**src/rtl/sha256_pkg.sv**
```systemverilog
package sha256_pkg;

    localparam logic [31:0] IV [8] = '{
        32'h6a09e667, 32'hbb67ae85, 32'h3c6ef372, 32'ha54ff53a,
        32'h510e527f, 32'h9b05688c, 32'h1f83d9ab, 32'h5be0cd19
    };

    localparam logic [31:0] RK [64] = '{
        32'h428a2f98, 32'h71374491, 32'hb5c0fbcf, 32'he9b5dba5,
        32'h3956c25b, 32'h59f111f1, 32'h923f82a4, 32'hab1c5ed5,
        32'hd807aa98, 32'h12835b01, 32'h243185be, 32'h550c7dc3,
        32'h72be5d74, 32'h80deb1fe, 32'h9bdc06a7, 32'hc19bf174,
        32'he49b69c1, 32'hefbe4786, 32'h0fc19dc6, 32'h240ca1cc,
        32'h2de92c6f, 32'h4a7484aa, 32'h5cb0a9dc, 32'h76f988da,
        32'h983e5152, 32'ha831c66d, 32'hb00327c8, 32'hbf597fc7,
        32'hc6e00bf3, 32'hd5a79147, 32'h06ca6351, 32'h14292967,
        32'h27b70a85, 32'h2e1b2138, 32'h4d2c6dfc, 32'h53380d13,
        32'h650a7354, 32'h766a0abb, 32'h81c2c92e, 32'h92722c85,
        32'ha2bfe8a1, 32'ha81a664b, 32'hc24b8b70, 32'hc76c51a3,
        32'hd192e819, 32'hd6990624, 32'hf40e3585, 32'h106aa070,
        32'h19a4c116, 32'h1e376c08, 32'h2748774c, 32'h34b0bcb5,
        32'h391c0cb3, 32'h4ed8aa4a, 32'h5b9cca4f, 32'h682e6ff3,
        32'h748f82ee, 32'h78a5636f, 32'h84c87814, 32'h8cc70208,
        32'h90befffa, 32'ha4506ceb, 32'hbef9a3f7, 32'hc67178f2
    };

    localparam logic [7:0] PAD_BYTE = 8'h80;
    localparam logic [5:0] LEN_START = 6'd56;

    typedef enum logic [6:0] {
        ST_IDLE  = 7'b0000001,
        ST_PAD   = 7'b0000010,
        ST_LEN   = 7'b0000100,
        ST_ROUND = 7'b0001000,
        ST_FOLD  = 7'b0010000,
        ST_OUT   = 7'b0100000,
        ST_LOAD  = 7'b1000000
    } state_t;

    function automatic logic [31:0] rotr(input logic [31:0] v, input int n);
        rotr = (v >> n) | (v << (32 - n));
    endfunction

endpackage

```
**src/rtl/sha256_hash_engine_top.sv**
```systemverilog
// SHA-256 engine over a byte stream. Each input item carries an optional
// byte (tuser[0] = byte present) and tlast ends the message. A byte that does
// not complete a 64-byte block is taken without a stall; a byte that completes
// a block holds tready low through the load, the 64 rounds and the fold,
// since one round unit works the whole compression one round per
// cycle with a 16-word rolling schedule window. Message bytes are written
// straight into that window. At end of message padding is written one byte
// per cycle from the pad position to the end of the block and the block is
// compressed; when the pad byte lands at offset 56 or later, a second block
// of zeros and the length is written and compressed as well. If the ending
// item also completed a block, that block is compressed first. Eight digest
// words then leave on the master side, word 0 first with tlast on word 7. The
// block takes no item until all are taken.
module sha256_hash_engine_top
    import sha256_pkg::*;
(
    input  logic        clk,
    input  logic        rst_n,
    input  logic        s_tvalid,
    output logic        s_tready,
    input  logic [7:0]  s_tdata,   // in_byte
    input  logic        s_tuser,   // byte_present
    input  logic        s_tlast,   // end_of_message
    output logic        m_tvalid,
    input  logic        m_tready,
    output logic [31:0] m_tdata,   // digest_word
    output logic [2:0]  m_tuser,   // word_index
    output logic        m_tlast    // last_word
);

    state_t      state_reg, state_next;
    logic [31:0] h_reg [8];
    logic [31:0] v_reg [8];
    logic [31:0] w_reg [16];
    logic [60:0] count_reg;
    logic [5:0]  rnd_reg;
    logic [5:0]  pad_reg;
    logic [2:0]  oidx_reg;
    logic        final_reg;   // compression in flight is the last of the message
    logic        extra_reg;   // after this compression, write another pad block
    logic        pend_reg;    // end of message waits for the block in flight
    logic [63:0] bits;

    logic        take;
    logic [5:0]  fill;
    logic [31:0] wt, s0, s1, e1, ch, e0, mj, p, q, wnew;

    assign s_tready = (state_reg == ST_IDLE);
    assign take     = s_tvalid && s_tready;
    assign fill     = count_reg[5:0];
    assign bits     = {count_reg, 3'b000};

    assign m_tvalid = (state_reg == ST_OUT);
    assign m_tdata  = h_reg[oidx_reg];
    assign m_tuser  = oidx_reg;
    assign m_tlast  = (oidx_reg == 3'd7);

    // Round unit: one SHA-256 round and one schedule word per cycle.
    always_comb
    begin
        wt   = w_reg[0];
        s0   = rotr(w_reg[1], 7) ^ rotr(w_reg[1], 18) ^ (w_reg[1] >> 3);
        s1   = rotr(w_reg[14], 17) ^ rotr(w_reg[14], 19) ^ (w_reg[14] >> 10);
        wnew = s1 + w_reg[9] + s0 + w_reg[0];
        e1   = rotr(v_reg[4], 6) ^ rotr(v_reg[4], 11) ^ rotr(v_reg[4], 25);
        ch   = (v_reg[4] & v_reg[5]) ^ (~v_reg[4] & v_reg[6]);
        e0   = rotr(v_reg[0], 2) ^ rotr(v_reg[0], 13) ^ rotr(v_reg[0], 22);
        mj   = (v_reg[0] & v_reg[1]) ^ (v_reg[0] & v_reg[2]) ^ (v_reg[1] & v_reg[2]);
        p    = v_reg[7] + e1 + ch + wt + RK[rnd_reg];
        q    = e0 + mj;
    end

    always_comb
    begin
        state_next = state_reg;
        case (state_reg)
            ST_IDLE:
            begin
                if (take)
                begin
                    if (s_tuser && fill == 6'd63)
                        state_next = ST_LOAD;
                    else if (s_tlast)
                        state_next = ST_PAD;
                end
            end
            ST_PAD:
            begin
                // A pad byte in the last position leaves nothing else to write.
                if (pad_reg == 6'd63)
                    state_next = ST_LOAD;
                else
                    state_next = ST_LEN;
            end
            ST_LEN:
            begin
                if (pad_reg == 6'd63)
                    state_next = ST_LOAD;
            end
            ST_LOAD:  state_next = ST_ROUND;
            ST_ROUND:
            begin
                if (rnd_reg == 6'd63)
                    state_next = ST_FOLD;
            end
            ST_FOLD:
            begin
                if (extra_reg)
                    state_next = ST_LEN;
                else if (final_reg)
                    state_next = ST_OUT;
                else if (pend_reg)
                    state_next = ST_PAD;
                else
                    state_next = ST_IDLE;
            end
            ST_OUT:
            begin
                if (m_tready && oidx_reg == 3'd7)
                    state_next = ST_IDLE;
            end
            default:  state_next = ST_IDLE;
        endcase
    end

    // Block byte writes: one per cycle, big-endian within each schedule word.
    logic       bw_en;
    logic [5:0] bw_addr;
    logic [7:0] bw_data;

    always_comb
    begin
        bw_en   = 1'b0;
        bw_addr = fill;
        bw_data = s_tdata;
        case (state_reg)
            ST_IDLE:
            begin
                bw_en = take && s_tuser;
            end
            ST_PAD:
            begin
                bw_en   = 1'b1;
                bw_addr = pad_reg;
                bw_data = PAD_BYTE;
            end
            ST_LEN:
            begin
                bw_en   = 1'b1;
                bw_addr = pad_reg;
                bw_data = 8'h00;
                if (!extra_reg && pad_reg >= LEN_START)
                    bw_data = bits[6'(63 - 8 * int'(pad_reg - LEN_START)) -: 8];
            end
            default:  bw_en = 1'b0;
        endcase
    end

    // The schedule window holds the block bytes until the rounds start.
    always_ff @(posedge clk)
    begin
        if (state_reg == ST_ROUND)
        begin
            for (int i = 0; i < 15; i++)
                w_reg[i] <= w_reg[i + 1];
            w_reg[15] <= wnew;
        end
        else if (bw_en)
            w_reg[bw_addr[5:2]][{~bw_addr[1:0], 3'b000} +: 8] <= bw_data;
    end

    always_ff @(posedge clk or negedge rst_n)
    begin
        if (!rst_n)
        begin
            state_reg <= ST_IDLE;
            count_reg <= '0;
            rnd_reg   <= '0;
            pad_reg   <= '0;
            oidx_reg  <= '0;
            final_reg <= 1'b0;
            extra_reg <= 1'b0;
            pend_reg  <= 1'b0;
            for (int i = 0; i < 8; i++)
                h_reg[i] <= IV[i];
        end
        else
        begin
            state_reg <= state_next;
            case (state_reg)
                ST_IDLE:
                begin
                    if (take)
                    begin
                        final_reg <= 1'b0;
                        extra_reg <= 1'b0;
                        // Remember a pending end of message for after the block.
                        pend_reg  <= s_tuser && fill == 6'd63 && s_tlast;
                        if (s_tuser)
                            count_reg <= count_reg + 61'd1;
                        if (s_tlast && !(s_tuser && fill == 6'd63))
                            pad_reg <= s_tuser ? fill + 6'd1 : fill;
                        else
                            pad_reg <= '0;
                    end
                end
                ST_PAD:
                begin
                    extra_reg <= (pad_reg >= LEN_START);
                    pad_reg   <= pad_reg + 6'd1;
                end
                ST_LEN:
                begin
                    pad_reg <= pad_reg + 6'd1;
                    if (pad_reg == 6'd63)
                        final_reg <= !extra_reg;
                end
                ST_LOAD:
                begin
                    rnd_reg <= '0;
                    for (int i = 0; i < 8; i++)
                        v_reg[i] <= h_reg[i];
                end
                ST_ROUND:
                begin
                    rnd_reg  <= rnd_reg + 6'd1;
                    v_reg[7] <= v_reg[6];
                    v_reg[6] <= v_reg[5];
                    v_reg[5] <= v_reg[4];
                    v_reg[4] <= v_reg[3] + p;
                    v_reg[3] <= v_reg[2];
                    v_reg[2] <= v_reg[1];
                    v_reg[1] <= v_reg[0];
                    v_reg[0] <= p + q;
                end
                ST_FOLD:
                begin
                    for (int i = 0; i < 8; i++)
                        h_reg[i] <= h_reg[i] + v_reg[i];
                    extra_reg <= 1'b0;
                    pend_reg  <= 1'b0;
                    pad_reg   <= '0;
                    oidx_reg  <= '0;
                end
                ST_OUT:
                begin
                    if (m_tready)
                    begin
                        oidx_reg <= oidx_reg + 3'd1;
                        if (oidx_reg == 3'd7)
                        begin
                            for (int i = 0; i < 8; i++)
                                h_reg[i] <= IV[i];
                            count_reg <= '0;
                            final_reg <= 1'b0;
                        end
                    end
                end
                default:
                begin
                end
            endcase
        end
    end

    a_out_hold: assert property (@(posedge clk) disable iff (!rst_n)
        (m_tvalid && !m_tready) |=> (m_tvalid && $stable(m_tuser)))
        else $error("digest word dropped while stalled");
    a_busy_out: assert property (@(posedge clk) disable iff (!rst_n)
        m_tvalid |-> !s_tready)
        else $error("input accepted while digest pending");
    a_round_cnt: assert property (@(posedge clk) disable iff (!rst_n)
        (state_reg == ST_LOAD) |=> (state_reg == ST_ROUND && rnd_reg == 6'd0))
        else $error("round counter not restarted");

endmodule
```
**config.mk**
```make
export PLATFORM = sky130hd
export DESIGN_NAME = sha256_hash_engine_top
export DESIGN_NICKNAME = d
export VERILOG_FILES = /design/src/rtl/sha256_pkg.sv /design/src/rtl/sha256_hash_engine_top.sv
export SDC_FILE = /design/constraint.sdc
export NUM_CORES = 2
export LEC_CHECK = 0
export BUFFER_PORTS_ARGS = -buffer_cell sky130_fd_sc_hd__buf_2
export CORE_ASPECT_RATIO = 1.2
export CORE_UTILIZATION = 46
export CTS_BUF_LIST = sky130_fd_sc_hd__clkbuf_2
export DETAILED_ROUTE_END_ITERATION = 7
export SLEW_MARGIN = 20
export SYNTH_ARGS = -nofsm -noshare
export SYNTH_HDL_FRONTEND = slang
export SYNTH_SLANG_ARGS = --single-unit
```
**constraint.sdc**
```tcl
create_clock -name clk -period 11.6 [get_ports clk]
set_input_delay 1.74 -clock clk [delete_from_list [all_inputs] [get_ports clk]]
set_output_delay 1.74 -clock clk [all_outputs]
set_load 0.03 [all_outputs]
```
-- Word-level counts from Yosys, hierarchy flattened
Memory sizes are Yosys's and may differ from the RTL's.
Index checks and enable logic that the tools add are counted.
- reductions and logical operators: 28
- equality and inequality tests: 19
- add/sub/neg operators: 26
- shift operators: 3
- mux-type cells: 62
- magnitude comparators: 3
- bitwise operators: 38
- operators with widths (kind ; number):
    $add 32x32->32 ; 18
    $mux 256 ; 2
    $pmux 256 s2 ; 1
    $mux 32 ; 15
    $xor 32x32->32 ; 9
    $mux 61 ; 4
    $and 32x32->32 ; 5
    $pmux 61 s2 ; 1
    $bmux 32 s3 ; 1
    $shiftx 71x6->8 ; 1
    $add 61x1->61 const B ; 1
    $mux 7 ; 7
    $pmux 7 s7 ; 1
    $mux 6 ; 6
    $not 32->32 ; 1
    $or 10x32->32 ; 1
    $or 13x32->32 ; 1
    $or 14x32->32 ; 1
    $or 15x32->32 ; 1
    $or 19x32->32 ; 1
    $or 21x32->32 ; 1
    $or 25x32->32 ; 1
    $or 26x32->32 ; 1
    $or 30x32->32 ; 1
    49 further kinds ; 97
- memories kept: 3
- bits of input ports: 14
- bits in writable memories: 768
- output and inout bits: 38
- logic and storage cells: 198
- ROM bits: 2048
- register bits: 342
- memories (memory ; depth ; bits a word ; read ports ; clocked after memory_dff ; wr ports ; line ; text):
    (name not given) ; 64 ; 32 ; 1 ; 0 ; 0 ; sha256_hash_engine_top.sv:69 ; p = v_reg[7] + e1 + ch + wt + RK[rnd_reg];
    w_reg ; 16 ; 32 ; 16 ; 0 ; 16 ; sha256_hash_engine_top.sv:34 ; logic [31:0] w_reg [16];
    v_reg ; 8 ; 32 ; 8 ; 0 ; 8 ; sha256_hash_engine_top.sv:33 ; logic [31:0] v_reg [8];

-- Logic depth before layout (Yosys ltp)
An unclocked memory read counts as a cell.
- depth in word-level cells: 10
- depth in mapped cells: 41
- gate-level depth less buffers: 39

-- Worst setup path before layout
No wires, ideal clock.
- kind: input to register
- start point: input port rst_n
- end point: memory v_reg[0][0], enable pin
- data arrival time: 12307 ps
- path slack: -1585 ps
- library setup time: 877 ps
- cell stages on the path: 2
- required time: 10723 ps
- path buffers: 0
- path through: inv_1 nor2_1
- RTL lines (element ; line ; text):
    start: declaration ; sha256_hash_engine_top.sv:18 ; input logic rst_n,
    end: declaration ; sha256_hash_engine_top.sv:33 ;

==> metrics <==
footprint of the multi-input gates=around 0.041 sq mm; Maximum Capacitance Violations=0; Yosys warning total=0; Async SR Flop Fraction=0.288; min-delay src=s_tvalid; Post-Syn Nets=8136; worst setup path startpoint=rnd_reg[3]; Synth Instances=~7500; x dimension of the die=between 300 and 400 um; 1st-iter DRT viols=~4600; Final Worst Setup Slack=roughly 1800 ps; ratio of final minimum period to clock period=0.846; failing checks=design-rule violations; first-pass GRT wire length=between 300000 and 400000 um; distinct cell type count after synthesis=roughly 110; DRC=5; number of nets in the layout=~8200; length in cells of the worst reg-to-reg path=30; final HPWL from detailed placement=~190000 um; root buffer selected by CTS=sky130_fd_sc_hd__clkbuf_2; Post-synth EDFFs=768; via count=59300; Reg2Reg Setup Slack=1790 ps; largest net degree at the start of global routing=between 150 and 200; Cell Rows=~160; Crit Reg-Reg Endpoint=v_reg[0][20]; final routed wire length divided by cell count=25.9 um; CTS max path bufs=4; layout-stage area growth over the synthesis result=6.86%; number of I/O pins=52; cell with the most instances after synthesis=sky130_fd_sc_hd__nand2_1; Most Frequent Cell on Critical Path=sky130_fd_sc_hd__fa_1; Critical path destination=v_reg[0][20]; detailed-route wire length=about 260000 um; setup TNS=0 ps; core area=between 0.15 and 0.2 sq mm; RSZ-0062 raised after global routing=false; number of flip-flops in the largest register=between 500 and 600; required time of the critical path=approximately 13000 ps; global-route total usage across every layer=0.316; die span in y=~440 um; Worst Setup End Kind=flip-flop; Die Outline Area=between 0.15 and 0.2 sq mm; Avg Vias per Cell=5.94; sequential area share after synthesis=0.416; synthesized area divided by synthesized cell count=between 9 and 10 sq um; total clock sinks=1078; FF+latch area=0.0310 sq mm; CTS tree=built; result of the run=complete, but fails checks; startpoint of the worst register-to-register path=rnd_reg[3]; achievable frequency=between 100 and 150 MHz; critical setup path kind=flip-flop to flip-flop; Final ANT Viol Nets=0; worst slack, placed=2080 ps; number of H-tree levels=5; Hold Vio Cnt, Final=0; GRT overflow=0; transition at the pin with the smallest max-transition slack=1280 ps; number of fill cells in the layout=about 15000; top cells by area, synth=sky130_fd_sc_hd__edfxtp_1, sky130_fd_sc_hd__ha_1, sky130_fd_sc_hd__nand2_1; Slew HR=0.145; number of antenna violations at the first check in global routing=3; Final Skew=~160 ps; min cycle time layout=about 10000 ps; final setup violation count=0; post-CTS sizing=0; Clock transition at path regs=100 ps; type of element launching the critical path=flip-flop; number of buffers inserted by port buffering=51; top fanout value on the critical path=44; insertion delay of the later-clocked pin in the worst-skew pair=between 1500 and 2000 ps; delay of the slowest cell on the worst path=roughly 740 ps; count of TritonRoute iterations in the first routing pass=8; Slew Viols, Final=0; placer congestion estimate=approximately 1.0; dominant cell type by area after synthesis=sky130_fd_sc_hd__edfxtp_1; class of the tightest hold or removal check=input pin to flip-flop; number of global-route vias before repair=60100; number of CTS-inserted buffers=310; area share of the leading cell type in the synthesized netlist=0.310; most instantiated cells after synthesis=sky130_fd_sc_hd__nand2_1, sky130_fd_sc_hd__edfxtp_1, sky130_fd_sc_hd__o21ai_0, sky130_fd_sc_hd__a21oi_1, sky130_fd_sc_hd__nor2_1; cell with the largest stage delay on the worst path=sky130_fd_sc_hd__a2111oi_0; Seq cells post-synth=about 1100; top flip-flop cell by instance count after synthesis=sky130_fd_sc_hd__edfxtp_1; total standard cell area after synthesis=about 0.074 sq mm; layout cell share with drive strength beyond 1=0.154; initial core utilization=0.464; data arrival time of the critical path=11330 ps
## metrics by stage
stage / instances / utilization / hold WS (ps) / instance area [sq um]
after floorplan: 7528 / - / 464 / 74500
after global placement: 9427 / 0.478 / 491 / 76800
after detailed placement: 9427 / 0.478 / 496 / 76800
after CTS: 9970 / 0.496 / 59.7 / 79600
after global routing: 9974 / 0.496 / 180 / 79600
final: 9975 / 0.496 / 277 / 79600
## metal layers
metal	GRT usage	routed length (um)	vias up
li1	-	-	27100
met1	0.370	98000	29200
met2	0.532	126000	2266
met3	0.0506	15300	704
met4	0.208	19100	0
met5	0	0	-
## layout make-up
class	count	share of cell area
timing repair buffer	140	0.0130
inverter	291	0.0137
clock inverter	90	0.00610
antenna	5	0.000157
multi-input combinational	5801	0.516
clock buffer	451	0.0284
sequential	1078	0.390
tap	2119	0.0333
## placed cells by master (no fill, tap or decap), types with 27 or more instances in the layout
cell and count:
sky130_fd_sc_hd__a21oi_1 504, sky130_fd_sc_hd__mux2_1 29, sky130_fd_sc_hd__and2_1 27, sky130_fd_sc_hd__mux4_2 69, sky130_fd_sc_hd__fa_1 195, sky130_fd_sc_hd__buf_4 79, sky130_fd_sc_hd__or3_1 28, sky130_fd_sc_hd__o31ai_1 30
sky130_fd_sc_hd__a211oi_1 38, sky130_fd_sc_hd__inv_1 290, sky130_fd_sc_hd__mux2_2 284, sky130_fd_sc_hd__a31oi_1 62, sky130_fd_sc_hd__o21ai_1 61, sky130_fd_sc_hd__xnor2_1 394, sky130_fd_sc_hd__nor2b_1 49, sky130_fd_sc_hd__xor2_1 202
sky130_fd_sc_hd__dfrtp_1 166, sky130_fd_sc_hd__a21o_1 148, sky130_fd_sc_hd__nand3_1 90, sky130_fd_sc_hd__dfstp_2 137, sky130_fd_sc_hd__o211ai_1 33, sky130_fd_sc_hd__buf_2 50, sky130_fd_sc_hd__clkinv_1 71, sky130_fd_sc_hd__clkbuf_2 451
sky130_fd_sc_hd__nor3_1 71, sky130_fd_sc_hd__nor2_4 29, sky130_fd_sc_hd__nand2b_1 87, sky130_fd_sc_hd__o21a_1 44, sky130_fd_sc_hd__o21ai_0 657, sky130_fd_sc_hd__ha_1 399, sky130_fd_sc_hd__nand4_1 34, sky130_fd_sc_hd__edfxtp_1 768
sky130_fd_sc_hd__o21bai_1 50, sky130_fd_sc_hd__nand2_1 1298, sky130_fd_sc_hd__and3_1 37, sky130_fd_sc_hd__nor2_1 474
## worst max-delay path: cells and delay by family (launching register included)
family / cells / cell delay [ps]
fa+ha+maj: 7 / 2830
buf+inv: 4 / 1190
flops: 1 / 670
compound gates: 10 / 2930
xor+xnor: 2 / 570
simple gates: 7 / 1290
## how the worst min path moves through the flow
stage	cells after the start	slack, ps	to
final	3	280	pend_reg
after global routing	3	180	pend_reg
after CTS	3	60	pend_reg
after detailed placement	2	500	pend_reg
after global placement	2	490	pend_reg
after floorplan	1	460	h_reg[191]
## timing repair
item / CTS / global route
hold buffers: 2 / 0
hold endpoints to repair: 68 / 0
setup buffers: 0 / 0
## logic make-up after synthesis
| group | Yosys count | share of synthesized area |
|---|---|---|
| flops | 1078 | 0.416 |
| buf+inv | 649 | 0.0336 |
| fa+ha+maj | 616 | 0.122 |
| compound gates | 1861 | 0.151 |
| simple gates | 2320 | 0.136 |
| mux | 408 | 0.0717 |
| xor+xnor | 596 | 0.0701 |
Power is not shown: default switching activity piles up to over one toggle a cycle in this logic, so the estimate is an artifact.
